===== src/rtl/tdp_pkg.sv =====
// ----------------------------------------------------------------------------
// Trial division primality test: shared package
// Status types passed between the sequencer and the remainder unit.
// ----------------------------------------------------------------------------
package tdp_pkg;

  typedef struct packed {
    logic done;
    logic zero_rem;
  } div_stat_t;

  localparam int unsigned OUT_BYTES_W = 8;

endpackage


===== src/rtl/tdp_divider.sv =====
// ----------------------------------------------------------------------------
// Trial division primality test: remainder unit
// Restoring division, one quotient bit per cycle, reporting a zero remainder.
// ----------------------------------------------------------------------------
module tdp_divider #(
  parameter int NUMBER_WIDTH = 32
) (
  input  logic                    clk,
  input  logic                    rst_n,
  input  logic                    start,
  input  logic [NUMBER_WIDTH-1:0] dividend,
  input  logic [NUMBER_WIDTH-1:0] divisor,
  output tdp_pkg::div_stat_t      stat
);
  import tdp_pkg::*;

  localparam int CW = $clog2(NUMBER_WIDTH + 1);

  logic [NUMBER_WIDTH-1:0] rem_r, rem_nxt;
  logic [NUMBER_WIDTH-1:0] dvd_r;
  logic [NUMBER_WIDTH-1:0] dsr_r;
  logic [CW-1:0]           cnt_r;
  logic                    busy_r;
  logic                    done_r;
  logic [NUMBER_WIDTH:0]   trial;

  always_comb begin
    trial = {rem_r, dvd_r[NUMBER_WIDTH-1]};
    if (trial >= {1'b0, dsr_r}) begin
      rem_nxt = NUMBER_WIDTH'(trial - {1'b0, dsr_r});
    end else begin
      rem_nxt = trial[NUMBER_WIDTH-1:0];
    end
  end

  always_ff @(posedge clk) begin
    if (!rst_n) begin
      busy_r <= 1'b0;
      done_r <= 1'b0;
      cnt_r  <= '0;
    end else begin
      done_r <= 1'b0;
      if (start) begin
        busy_r <= 1'b1;
        cnt_r  <= CW'(NUMBER_WIDTH);
      end else if (busy_r) begin
        cnt_r <= cnt_r - CW'(1);
        if (cnt_r == CW'(1)) begin
          busy_r <= 1'b0;
          done_r <= 1'b1;
        end
      end
    end
  end

  always_ff @(posedge clk) begin
    if (start) begin
      rem_r <= '0;
      dvd_r <= dividend;
      dsr_r <= divisor;
    end else if (busy_r) begin
      rem_r <= rem_nxt;
      dvd_r <= {dvd_r[NUMBER_WIDTH-2:0], 1'b0};
    end
  end

  assign stat.done     = done_r;
  assign stat.zero_rem = (rem_r == '0);

endmodule


===== src/rtl/trial_division_primality_test_top.sv =====
// ----------------------------------------------------------------------------
// Trial division primality test: top level
// Tests one unsigned number per item for primality by odd trial divisors.
// ----------------------------------------------------------------------------
// The input channel takes one number per item on in_tdata; only its low
// NUMBER_WIDTH bits are tested. The result channel returns one item per
// input with is_prime in out_tdata bit 0.
// Numbers below two, two itself and even numbers are answered from the check
// state without a division. An odd number is tried against the divisors 3,
// 5, 7 and so on while the divisor squared does not exceed it, the square
// being kept by a running sum. Each divisor is tried by the bit-serial
// remainder unit. Only one item is in work at a time.
// The result waits in an output register; the next item is accepted once
// that register is empty or is being emptied in the same cycle, so a stalled
// receiver holds the block idle but loses nothing.
// Reset empties the output register and returns the sequencer to idle.
// ----------------------------------------------------------------------------
module trial_division_primality_test_top #(
  parameter int NUMBER_WIDTH = 32
) (
  input  logic       clk,
  input  logic       rst_n,
  input  logic       in_tvalid,
  output logic       in_tready,
  input  logic [31:0] in_tdata,   // [31:0] number
  output logic       out_tvalid,
  input  logic       out_tready,
  output logic [tdp_pkg::OUT_BYTES_W-1:0] out_tdata  // [0] is_prime
);
  import tdp_pkg::*;

  localparam int W  = NUMBER_WIDTH;
  localparam int SW = NUMBER_WIDTH + 2;

  localparam logic [1:0] S_IDLE  = 2'd0;
  localparam logic [1:0] S_CHECK = 2'd1;
  localparam logic [1:0] S_DIV   = 2'd2;

  logic [1:0]    state_r, state_nxt;
  logic [W-1:0]  held_r;
  logic [W-1:0]  d_r;
  logic [SW-1:0] sq_r;
  logic          out_valid_r;
  logic          out_prime_r;
  logic [W-1:0]  n_in;
  logic          in_fire;
  logic          div_start;
  div_stat_t     div_stat;

  if (NUMBER_WIDTH <= 32) begin : g_narrow
    assign n_in = in_tdata[NUMBER_WIDTH-1:0];
  end else begin : g_wide
    assign n_in = {{(NUMBER_WIDTH - 32){1'b0}}, in_tdata};
  end

  assign in_tready = (state_r == S_IDLE) && (!out_valid_r || out_tready);
  assign in_fire   = in_tvalid && in_tready;
  assign div_start = (state_r == S_CHECK) && !(sq_r > {2'b00, held_r});

  tdp_divider #(
    .NUMBER_WIDTH(NUMBER_WIDTH)
  ) u_divider (
    .clk      (clk),
    .rst_n    (rst_n),
    .start    (div_start),
    .dividend (held_r),
    .divisor  (d_r),
    .stat     (div_stat)
  );

  always_comb begin
    state_nxt = state_r;
    unique case (state_r)
      S_IDLE: begin
        if (in_fire) begin
          state_nxt = S_CHECK;
        end
      end
      S_CHECK: begin
        if (div_start) begin
          state_nxt = S_DIV;
        end else begin
          state_nxt = S_IDLE;
        end
      end
      S_DIV: begin
        if (div_stat.done) begin
          state_nxt = div_stat.zero_rem ? S_IDLE : S_CHECK;
        end
      end
      default: state_nxt = S_IDLE;
    endcase
  end

  always_ff @(posedge clk) begin
    if (!rst_n) begin
      state_r     <= S_IDLE;
      out_valid_r <= 1'b0;
    end else begin
      state_r <= state_nxt;
      if (out_valid_r && out_tready) begin
        out_valid_r <= 1'b0;
      end
      if ((state_r == S_CHECK && !div_start) ||
          (state_r == S_DIV && div_stat.done && div_stat.zero_rem)) begin
        out_valid_r <= 1'b1;
      end
    end
  end

  // Odd numbers of three and up go to the divisor loop; all others are
  // settled by forcing the square above the number with a fixed answer.
  always_ff @(posedge clk) begin
    if (in_fire) begin
      held_r <= n_in;
      d_r    <= W'(3);
      if (n_in[0] && (n_in != W'(1))) begin
        sq_r        <= SW'(9);
        out_prime_r <= 1'b1;
      end else begin
        sq_r        <= '1;
        out_prime_r <= (n_in == W'(2));
      end
    end else if (state_r == S_DIV && div_stat.done) begin
      if (div_stat.zero_rem) begin
        out_prime_r <= 1'b0;
      end else begin
        d_r  <= d_r + W'(2);
        sq_r <= sq_r + {d_r, 2'b00} + SW'(4);
      end
    end
  end

  assign out_tvalid = out_valid_r;
  assign out_tdata  = {{(OUT_BYTES_W - 1){1'b0}}, out_prime_r};

  a_divisor_odd: assert property (@(posedge clk) disable iff (!rst_n)
    (state_r != S_IDLE) |-> (d_r[0] && (d_r >= W'(3))))
    else $error("trial divisor is not an odd value of three or more");

  a_done_in_div: assert property (@(posedge clk) disable iff (!rst_n)
    div_stat.done |-> (state_r == S_DIV))
    else $error("remainder unit finished outside a division");

  a_prime_form: assert property (@(posedge clk) disable iff (!rst_n)
    (out_valid_r && out_prime_r) |-> (held_r[0] || (held_r == W'(2))))
    else $error("even number other than two reported prime");

  a_start_idle_out: assert property (@(posedge clk) disable iff (!rst_n)
    in_fire |=> !out_valid_r)
    else $error("output register still full after an item was taken");

endmodule

===== config.mk =====
export PLATFORM = sky130hd
export DESIGN_NAME = trial_division_primality_test_top
export DESIGN_NICKNAME = d
export VERILOG_FILES = /design/src/rtl/tdp_pkg.sv /design/src/rtl/tdp_divider.sv /design/src/rtl/trial_division_primality_test_top.sv
export SDC_FILE = /design/constraint.sdc
export NUM_CORES = 1
export LEC_CHECK = 0
export BUFFER_PORTS_ARGS = -buffer_cell sky130_fd_sc_hd__clkbuf_2
export CAP_MARGIN = 20
export CORE_AREA = 5 5 131 164
export CTS_BUF_LIST = sky130_fd_sc_hd__clkbuf_8
export DETAILED_ROUTE_END_ITERATION = 12
export DIE_AREA = 0 0 136 169
export GPL_TIMING_DRIVEN = 1
export PLACE_DENSITY = 0.81
export REMOVE_ABC_BUFFERS = 1
export SLEW_MARGIN = 20
export SYNTH_ARGS = -nofsm -noshare
export SYNTH_HDL_FRONTEND = slang
export SYNTH_SLANG_ARGS = --single-unit

===== constraint.sdc =====
create_clock -name clk -period 5.35 [get_ports clk]
set_input_delay 1.07 -clock clk [delete_from_list [all_inputs] [get_ports clk]]
set_output_delay 1.07 -clock clk [all_outputs]
set_load 0.01 [all_outputs]

==> results_dict.tcl, run 1 <==
set metrics [dict create \
    rsz0062_at_grt "false" \
    initial_core_util_pct 63.29 \
    fin_worst_skew_ns 0.02325 \
    areaGrowthSynthToFinish_pct 8.103 \
    die_area_mm2 0.02298 \
    worstMarginPinSlew_ns 1.014 \
    yosys-top-cells-count "nand2_1, edfxtp_1, ha_1" \
    multi_input_area_mm2 0.006633 \
    slowest_stage "buf_4" \
    grt_pass1_wl_um 49420 \
    yosys.area.top_type "edfxtp_1" \
    grt_remaining_overflow 0 \
    clkTransAtPathRegs_ns 0.07 \
    fp.dieH_um 169 \
    synth_cells 1337 \
    synthTopCellsByArea "edfxtp_1, ha_1, dfxtp_1" \
    root_buffer "clkbuf_8" \
    maxCapViolCount 0 \
    remaining_drc_errors 0 \
    clkLatencyLatePin_ns 0.52 \
    drive_gt1_share_pct 7.753 \
    period_minus_slack_ns 3.785 \
    postCtsResizedCells 0 \
    grt_pass1_vias 10060 \
    path_buf_inv 2 \
    regArea_mm2 0.005326 \
    max_stage_delay_ns 0.63 \
    p_leak_nw 5.707 \
    clockBufferDepth 3 \
    critPathMaxFanout 85 \
    pwr_density_cell_mw_per_mm2 411.0 \
    fillers 1527 \
    synth_most_common_cell "nand2_1" \
    antenna_cells 0 \
    antenna_found_initial 0 \
    worstPathRequired_ns 5.58 \
    totalWireLength_um 29790 \
    critPathCaptureType "flip-flop" \
    grt_start_max_net_pins 91 \
    path_cells "ha_1, nand4_1, or4_1, or3_1, a31oi_1, o31ai_1, nand3b_1, buf_4, nand2_1, buf_4" \
    max-slew-margin-rel_pct 32.37 \
    drt-initial-drc-count 936 \
    wl_per_cell_um 17.91 \
    viasPerCell 6.137 \
    dpl.hpwl_um 21940 \
    track_usage_pct 26.36 \
    synth_edf_count 128 \
    cts_hold_buf 0 \
    finalHoldViolCount 0 \
    final_antenna_net_count 0 \
    first_pass_iters 7 \
    finalPower_mw 5.571 \
    status "completed" \
    ys_async_sr_fraction_pct 0 \
    fin_tns_setup_ns 0 \
    portBuffers 38 \
    cts_max_level 2 \
    cts.sinks 202 \
    cts_tree "yes" \
    place_congestion 0.9063 \
    max_freq_mhz 264.2 \
    arrival_ns 4.01 \
    vias 10210 \
    seq_area_frac_synth_pct 42.47 \
    setup_viol 0 \
    nets 1532 \
    synth_top_area_share_pct 30.66 \
    utilization_pct 68.42 \
    synth.ff_latch_count 202 \
    critPathLaunchType "flip-flop" \
    slew_violations 0 \
    peakVddDrop_mv 0.2979 \
    core_area_mm2 0.01981 \
    cts_buffers 34 \
    crit_family "simple AND/OR/NAND/NOR gates" \
    synthFlopType "edfxtp_1" \
    path_class "reg -> reg" \
    syn_area_per_cell_um2 9.378 \
    ys_warn_count 0 \
    synth_area_mm2 0.01254 \
    rows 58 \
    hold_path.class "reg -> reg" \
    die_w_um 136 \
    synth_cell_types 73 \
    period_share_pct 70.74 \
    crit_top_cell "buf_4" \
    cts_setup_buffers 0 \
    io_pins 46 \
]
[cells in the final DEF (no fill, tap or decap), types with 9 or more instances in the layout]
master / n
edfxtp_1: 128
nand3_1: 24
nor2b_1: 9
o21ai_0: 116
o31ai_1: 10
and3_1: 10
a311oi_1: 13
a21o_1: 20
a31oi_1: 22
inv_1: 106
a211oi_1: 12
nor3_1: 28
nand4_1: 25
clkbuf_2: 38
clkbuf_8: 37
and2_1: 10
xnor2_1: 40
ha_1: 125
nor2_1: 79
xor2_1: 33
dfxtp_1: 73
nor4_1: 18
nand2_1: 166
o21bai_1: 10
a21oi_1: 81
or3_1: 15
o21a_1: 16
[flip-flops by register name, indices dropped and copies added, names as in the netlist]
register          flops
d_r                  31
u_divider.dsr_r      31
u_divider.done_r      1
held_r               32
u_divider.busy_r      1
out_tvalid            1
out_prime_r           1
u_divider.rem_r      32
state_r               2
u_divider.cnt_r       6
u_divider.dvd_r      32
sq_r                 32
[cells by family after synthesis]
group | Yosys count | synth area share (%)
AND/OR/NAND/NOR | 419 | 16.03
other | 1 | 0.02991
buffers and inverters | 150 | 4.810
multiplexers | 8 | 0.6586
flip-flops | 202 | 42.47
adder cells (fa/ha/maj) | 127 | 12.79
XOR/XNOR | 73 | 5.099
AO/OA/AOI/OAI | 357 | 18.11
[final cells by class]
type / instances / area share [%]
Timing Repair Buffer: 46 / 1.846
Tap cell: 270 / 2.492
Inverter: 94 / 2.603
Multi-Input combinational cell: 991 / 48.93
Clock inverter: 23 / 1.071
Clock buffer: 37 / 3.757
Sequential cell: 202 / 39.30
[worst paths after layout]
kind | to | from | depth (start not counted) | slack, ns
setup / recovery | u_divider.dvd_r[8]$_DFFE_PP_ | sq_r[28]$_DFFE_PP_ | 10 | 1.57
hold / removal | u_divider.rem_r[30]$_SDFFE_PP0P_ | u_divider.rem_r[29]$_SDFFE_PP0P_ | 2 | 0.51
setup reg to reg | u_divider.dvd_r[8]$_DFFE_PP_ | sq_r[28]$_DFFE_PP_ | 10 | 1.57
hold reg to reg | u_divider.rem_r[30]$_SDFFE_PP0P_ | u_divider.rem_r[29]$_SDFFE_PP0P_ | 2 | 0.51
[tightest hold or removal path, stage by stage (launching register included)]
cell and delay [ns]:
dfxtp_1 0.33, nand2_1 0.06, a31oi_1 0.08
[where the power goes]
group	switching, mW	internal, mW
Combinational	1.34	0.831
Sequential	0.186	1.88
Clock	0.608	0.732
Total	2.13	3.44
[metrics by stage]
step           std cells  cell area (um2)  worst slack, ns  hold slack (ns)
3_5_place_dp        1603            12900            1.625           0.5075
4_1_cts             1663            13550            1.575           0.5168
5_1_grt             1663            13550            1.300           0.5300
2_1_floorplan       1287            12310           0.3711           0.4604
6_report            1663            13550            1.565           0.5144
3_3_place_gp        1603            12900            1.778           0.4846
[layer usage]
| metal | GRT usage, % | vias to the layer above | part of all wire (%) |
|---|---|---|---|
| li1 | - | 4958 | - |
| met2 | 44.88 | 398 | 49 |
| met4 | 11.05 | 0 | 3.7 |
| met3 | 3.240 | 84 | 6.0 |
| met1 | 33.88 | 4766 | 41 |
| met5 | 0 | - | 0 |
Power figures use the tool's default switching activity.
==> inputs of run 2 (changes only) <==
- CORE_AREA: 5 5 131 164 -> 5 5 137 171
- DIE_AREA: 0 0 136 169 -> 0 0 142 176
- PLACE_DENSITY: 0.81 -> 0.78
- clock period: 5.35 -> 3.1 ns (I/O delays scaled with it)
==> results_dict.tcl, run 2 (synthesis results as in run 1) <==
set metrics [dict create \
    status "complete, but fails checks" \
    failed_checks "negative setup slack" \
    dpl.hpwl_um 24170 \
    placed_cells 1714 \
    worstMarginPinSlew_ns 0.7685 \
    cts.sinks 202 \
    cts_buffers 35 \
    critPathCaptureType "flip-flop" \
    portBuffers 38 \
    die_area_mm2 0.02499 \
    totalWireLength_um 34970 \
    max-slew-margin-rel_pct 48.49 \
    pwr_density_cell_mw_per_mm2 701.2 \
    antenna_found_initial 0 \
    grt_start_max_net_pins 66 \
    setup_viol 107 \
    fin_tns_setup_ns -13.76 \
    fp.dieH_um 176 \
    cp-startpoint "sq_r[13]$_DFFE_PP_" \
    first_pass_iters 6 \
    instances_no_fill 1796 \
    slew_violations 0 \
    wl_per_cell_um 19.47 \
    cts_hold_buf 0 \
    drt-initial-drc-count 1049 \
    root_buffer "clkbuf_8" \
    fillers 1576 \
    placed_area_mm2 0.01375 \
    core_area_mm2 0.02147 \
    vias 11090 \
    finalHoldViolCount 0 \
    io_pins 46 \
    cts_max_level 2 \
    rsz0062_at_grt "true" \
    cts_tree "yes" \
    p_leak_nw 6.429 \
    grt_remaining_overflow 0 \
    antenna_cells 0 \
    hold_path.class "in -> reg" \
    final_cell_mix "nand2_1, edfxtp_1, ha_1, buf_4, o21ai_0" \
    die_w_um 142 \
    worstPathRequired_ns 3.34 \
    period_minus_slack_ns 3.315 \
    peakVddDrop_mv 0.3425 \
    critPathMaxFanout 23 \
    areaGrowthSynthToFinish_pct 20.75 \
    clkTransAtPathRegs_ns 0.07 \
    clockBufferDepth 3 \
    fin_area_mm2 0.01514 \
    grt_pass1_wl_um 53100 \
    arrival_ns 3.56 \
    hold_start "in_tdata[12]" \
    path_class "reg -> reg" \
    remaining_drc_errors 0 \
    r2r-start "sq_r[13]$_DFFE_PP_" \
    pre_cts_slack_ns -0.2820 \
    initial_core_util_pct 58.40 \
    place_congestion 0.9696 \
    layout_setup_ws_ns -0.2155 \
    final_antenna_net_count 0 \
    period_share_pct 107.0 \
    clkLatencyLatePin_ns 0.53 \
    drive_gt1_share_pct 19.12 \
    rows 60 \
    nets 1655 \
    final_common_cell "nand2_1" \
    viasPerCell 6.173 \
    maxCapViolCount 0 \
    fin_worst_skew_ns 0.03245 \
    max_freq_mhz 301.6 \
    grt_pass1_vias 10770 \
    critPathLaunchType "flip-flop" \
    track_usage_pct 26.38 \
    r2r_setup_slack_ns -0.22 \
]
## run 2: changes by cell type in the layout (fill, tap and decap cells not counted), moves of 7 or more
cell,previous run,this run
buf_6,0,7
buf_12,0,8
buf_4,8,111
o21ai_1,0,10
o21ai_0,116,106
clkinv_2,2,10
inv_1,106,96
ha_4,0,11
ha_1,125,113
## run 2: layout make-up
cell class / count / area [um2] / area share [%]
clock buffers: 38 / 523.0 / 3.455
clock inverters: 24 / 216.5 / 1.430
inverters: 94 / 356.6 / 2.355
multi-input cells: 991 / 7000 / 46.24
flip-flops and latches: 202 / 5326 / 35.18
well taps: 279 / 349.1 / 2.306
repair buffers: 168 / 1368 / 9.033
## run 2: final timing paths
path | cells after the start | end
min reg2reg | 2 | u_divider.rem_r[25]$_SDFFE_PP0P_
max | 12 | u_divider.dvd_r[17]$_DFFE_PP_
max reg2reg | 12 | u_divider.dvd_r[17]$_DFFE_PP_
min | 1 | held_r[12]$_DFFE_PP_
## run 2: layer usage
| layer | routed length [um] | global-route usage (%) |
|---|---|---|
| met1 | 13430 | 31.18 |
| met5 | 0 | 0 |
| met2 | 17640 | 47.30 |
| met3 | 2192 | 3.441 |
| met4 | 1705 | 12.04 |
## run 2: through the flow
step	hold WS (ns)	total power [mW]	utilization, %
3_5_place_dp	0.5016	7.737	64.05
4_1_cts	0.2643	10.42	69.13
2_1_floorplan	0.4604	6.333	-
6_report	0.2831	10.62	70.51
5_1_grt	0.2705	11.22	70.51
3_3_place_gp	0.4811	7.635	64.05
## run 2: worst max-delay path: stages (launching register included)
cell,delay [ns]
edfxtp_1,0.39
buf_4,0.15
ha_1,0.30
a21oi_1,0.14
o21ai_0,0.14
a221oi_1,0.49
o32ai_1,0.22
o31ai_2,0.37
nand3b_1,0.17
buf_6,0.22
buf_6,0.17
nand2_1,0.09
o21ai_0,0.16
## run 2: report_power, final
part / leakage (nW) / total [mW] / switching, mW / internal (mW)
clock: 0.408 / 2.60 / 1.12 / 1.48
combinational: 4.21 / 4.45 / 2.53 / 1.92
sequential: 1.82 / 3.57 / 0.327 / 3.24
total: 6.43 / 10.6 / 3.98 / 6.64
## run 2: what timing repair did
action                                  CTS  global route
gates resized for setup                  41            42
gates cloned                              3             2
buffers inserted                          9             7
endpoints found under the setup margin  131           134
pin swaps                                14            25
==> inputs of run 3 (changes only) <==
- ABC_AREA: default -> 1
- CORE_AREA: 5 5 137 171 -> 5 5 145 182
- DIE_AREA: 0 0 142 176 -> 0 0 150 187
==> results_dict.tcl, run 3 <==
set metrics [dict create \
    worstMarginPinSlew_ns 0.6507 \
    rr_worst_depth 15 \
    pre_cts_slack_ns 0.4090 \
    final_antenna_net_count 0 \
    synth_mux_area_share_pct 0 \
    final_common_cell "nand2_1" \
    instances_no_fill 2328 \
    finalHoldViolCount 0 \
    hold_path.class "in -> reg" \
    synth_area_mm2 0.01423 \
    synth-adder-area-share_pct 11.27 \
    fin_area_mm2 0.01543 \
    worstHoldPathCells 1 \
    setup_viol 0 \
    syn_area_per_cell_um2 7.413 \
    synthSimpleGateAreaFrac_pct 30.14 \
    cts_tree "yes" \
    critPathCaptureType "flip-flop" \
    synth.ff_latch_count 202 \
    ys_warn_count 0 \
    worstPathRequired_ns 3.27 \
    p_leak_nw 7.559 \
    synth_compound_area_share_pct 8.580 \
    totalWireLength_um 37920 \
    hold_ws_ns 0.2681 \
    areaGrowthSynthToFinish_pct 8.440 \
    critPathMaxFanout 27 \
    wl_per_cell_um 16.29 \
    cts_max_level 2 \
    crit_top_cell "nand2_1" \
    grt_start_max_net_pins 67 \
    path_cells "ha_1, nand2_1, inv_1, nand3_1, nand3_1, nand2_1, clkinv_1, nand2_1, nand2_1, nand2_1, nand2_1, nand2_1, nand2_2, inv_2, buf_4" \
    antenna_found_initial 0 \
    initial_core_util_pct 58.47 \
    cts_hold_buf 0 \
    arrival_ns 2.89 \
    remaining_drc_errors 0 \
    status "completed" \
    ys_async_sr_fraction_pct 0 \
    peakVddDrop_mv 0.3300 \
    fin_worst_skew_ns 0.03684 \
    drive_gt1_share_pct 9.359 \
    cts.sinks 202 \
    portBuffers 38 \
    track_usage_pct 27.38 \
    max-slew-margin-rel_pct 56.29 \
    path_class "reg -> reg" \
    postCtsResizedCells 0 \
    pwr_density_cell_mw_per_mm2 431.5 \
    grt_pass1_wl_um 61540 \
    synthFlopType "edfxtp_1" \
    place_congestion 0.9673 \
    max_freq_mhz 367.2 \
    synth_cell_types 49 \
    yosys-top-cells-count "nand2_1, inv_1, edfxtp_1" \
    rows 64 \
    clkTransAtPathRegs_ns 0.06 \
    drt-initial-drc-count 711 \
    synth-xor-area-share_pct 3.385 \
    first_pass_iters 5 \
    synth_edf_count 128 \
    final_cell_mix "nand2_1, inv_1, edfxtp_1, ha_1, nand3_1" \
    synth_top_family_by_area "simple AND/OR/NAND/NOR gates" \
    placed_cells 2266 \
    cts_buffers 35 \
    die_w_um 150 \
    maxCapViolCount 0 \
    max_stage_delay_ns 0.42 \
    critPathLaunchType "flip-flop" \
    synthTopCellsByArea "edfxtp_1, nand2_1, ha_1" \
    grt_pass1_vias 12250 \
    slowest_stage "edfxtp_1" \
    die_area_mm2 0.02805 \
    rsz0062_at_grt "false" \
    synth_most_common_cell "nand2_1" \
    clockBufferDepth 3 \
    synth_top_area_share_pct 27.01 \
    synth_cells 1920 \
    dpl.hpwl_um 29490 \
    clkLatencyLatePin_ns 0.54 \
    placed_area_mm2 0.01474 \
    io_pins 46 \
    period_minus_slack_ns 2.723 \
    grt_remaining_overflow 0 \
    fp.dieH_um 187 \
    period_share_pct 87.84 \
    nets 2136 \
    viasPerCell 5.387 \
    seq_area_frac_synth_pct 37.42 \
    slew_violations 0 \
    root_buffer "clkbuf_8" \
    cts_setup_buffers 0 \
    vias 12540 \
    antenna_cells 0 \
    yosys.area.top_type "edfxtp_1" \
    finalPower_mw 6.659 \
    layout_setup_ws_ns 0.3769 \
    core_area_mm2 0.02434 \
]
==> run 3: cell count changes in the layout (fill, tap and decap cells not counted), moves of 15 or more <==
cell     change
nand2_1    +457
inv_1      +158
nand3_1    +100
buf_4       -89
o21ai_0     -57
nor2_1      +43
a21oi_1     +31
xnor2_1     -26
o21ai_1     +24
a21o_1      -18
nand2_2     +17
a31oi_1     -16
o21a_1      -15
==> run 3: layout make-up <==
| class | instances | area (um2) |
|---|---|---|
| sequential | 202 | 5325 |
| timing repair buffer | 62 | 395.4 |
| inverter | 260 | 975.9 |
| fill | 2246 | 8910 |
| multi-input combinational | 1412 | 7634 |
| clock inverter | 23 | 153.9 |
| tap | 330 | 412.9 |
| clock buffer | 39 | 536.8 |
==> run 3: final timing paths <==
path,start,endpoint,slack (ns)
worst min register to register,u_divider.cnt_r[0]$_SDFFE_PP0P_,u_divider.cnt_r[0]$_SDFFE_PP0P_,0.49
worst min-delay path,in_tdata[26],held_r[26]$_DFFE_PP_,0.27
worst max register to register,sq_r[9]$_DFFE_PP_,u_divider.dsr_r[29]$_DFFE_PP_,0.38
worst max-delay path,sq_r[9]$_DFFE_PP_,u_divider.dsr_r[29]$_DFFE_PP_,0.38
==> run 3: report_power, final <==
group          leakage, nW  total, mW  internal (mW)  switching (mW)
Combinational         5.36       1.09          0.375           0.715
Sequential            1.80       3.12           3.04          0.0855
Clock                0.392       2.45           1.33            1.12
Total                 7.56       6.66           4.74            1.92
==> run 3: logic make-up after synthesis <==
family          count (synthesis)
simple gates                  999
buf+inv                       312
compound gates                224
flops                         202
fa+ha+maj                     127
xor+xnor                       55
other cells                     1
==> run 3: per-layer routing <==
layer / up-vias / part of all wire (%) / GRT usage (%)
met5: - / 0 / 0
met4: 0 / 5.1 / 13.31
met3: 106 / 4.0 / 3.127
met2: 324 / 51 / 48.86
met1: 5738 / 40 / 32.29
li1: 6373 / - / -
==> run 3: worst max-delay path: cells and delay by family (launching register included) <==
kind	cells	cell delay, ns
adders and majority gates	1	0.32
buffers and inverters	4	0.54
DFF	1	0.42
and+or+nand+nor	10	1.04
==> run 3: per-stage QoR <==
stage | TNS [ns] | utilization [%]
6_report | 0 | 63.40
5_1_grt | 0 | 63.40
4_1_cts | 0 | 63.38
3_5_place_dp | 0 | 60.54
3_3_place_gp | 0 | 60.54
2_1_floorplan | -52.71 | -
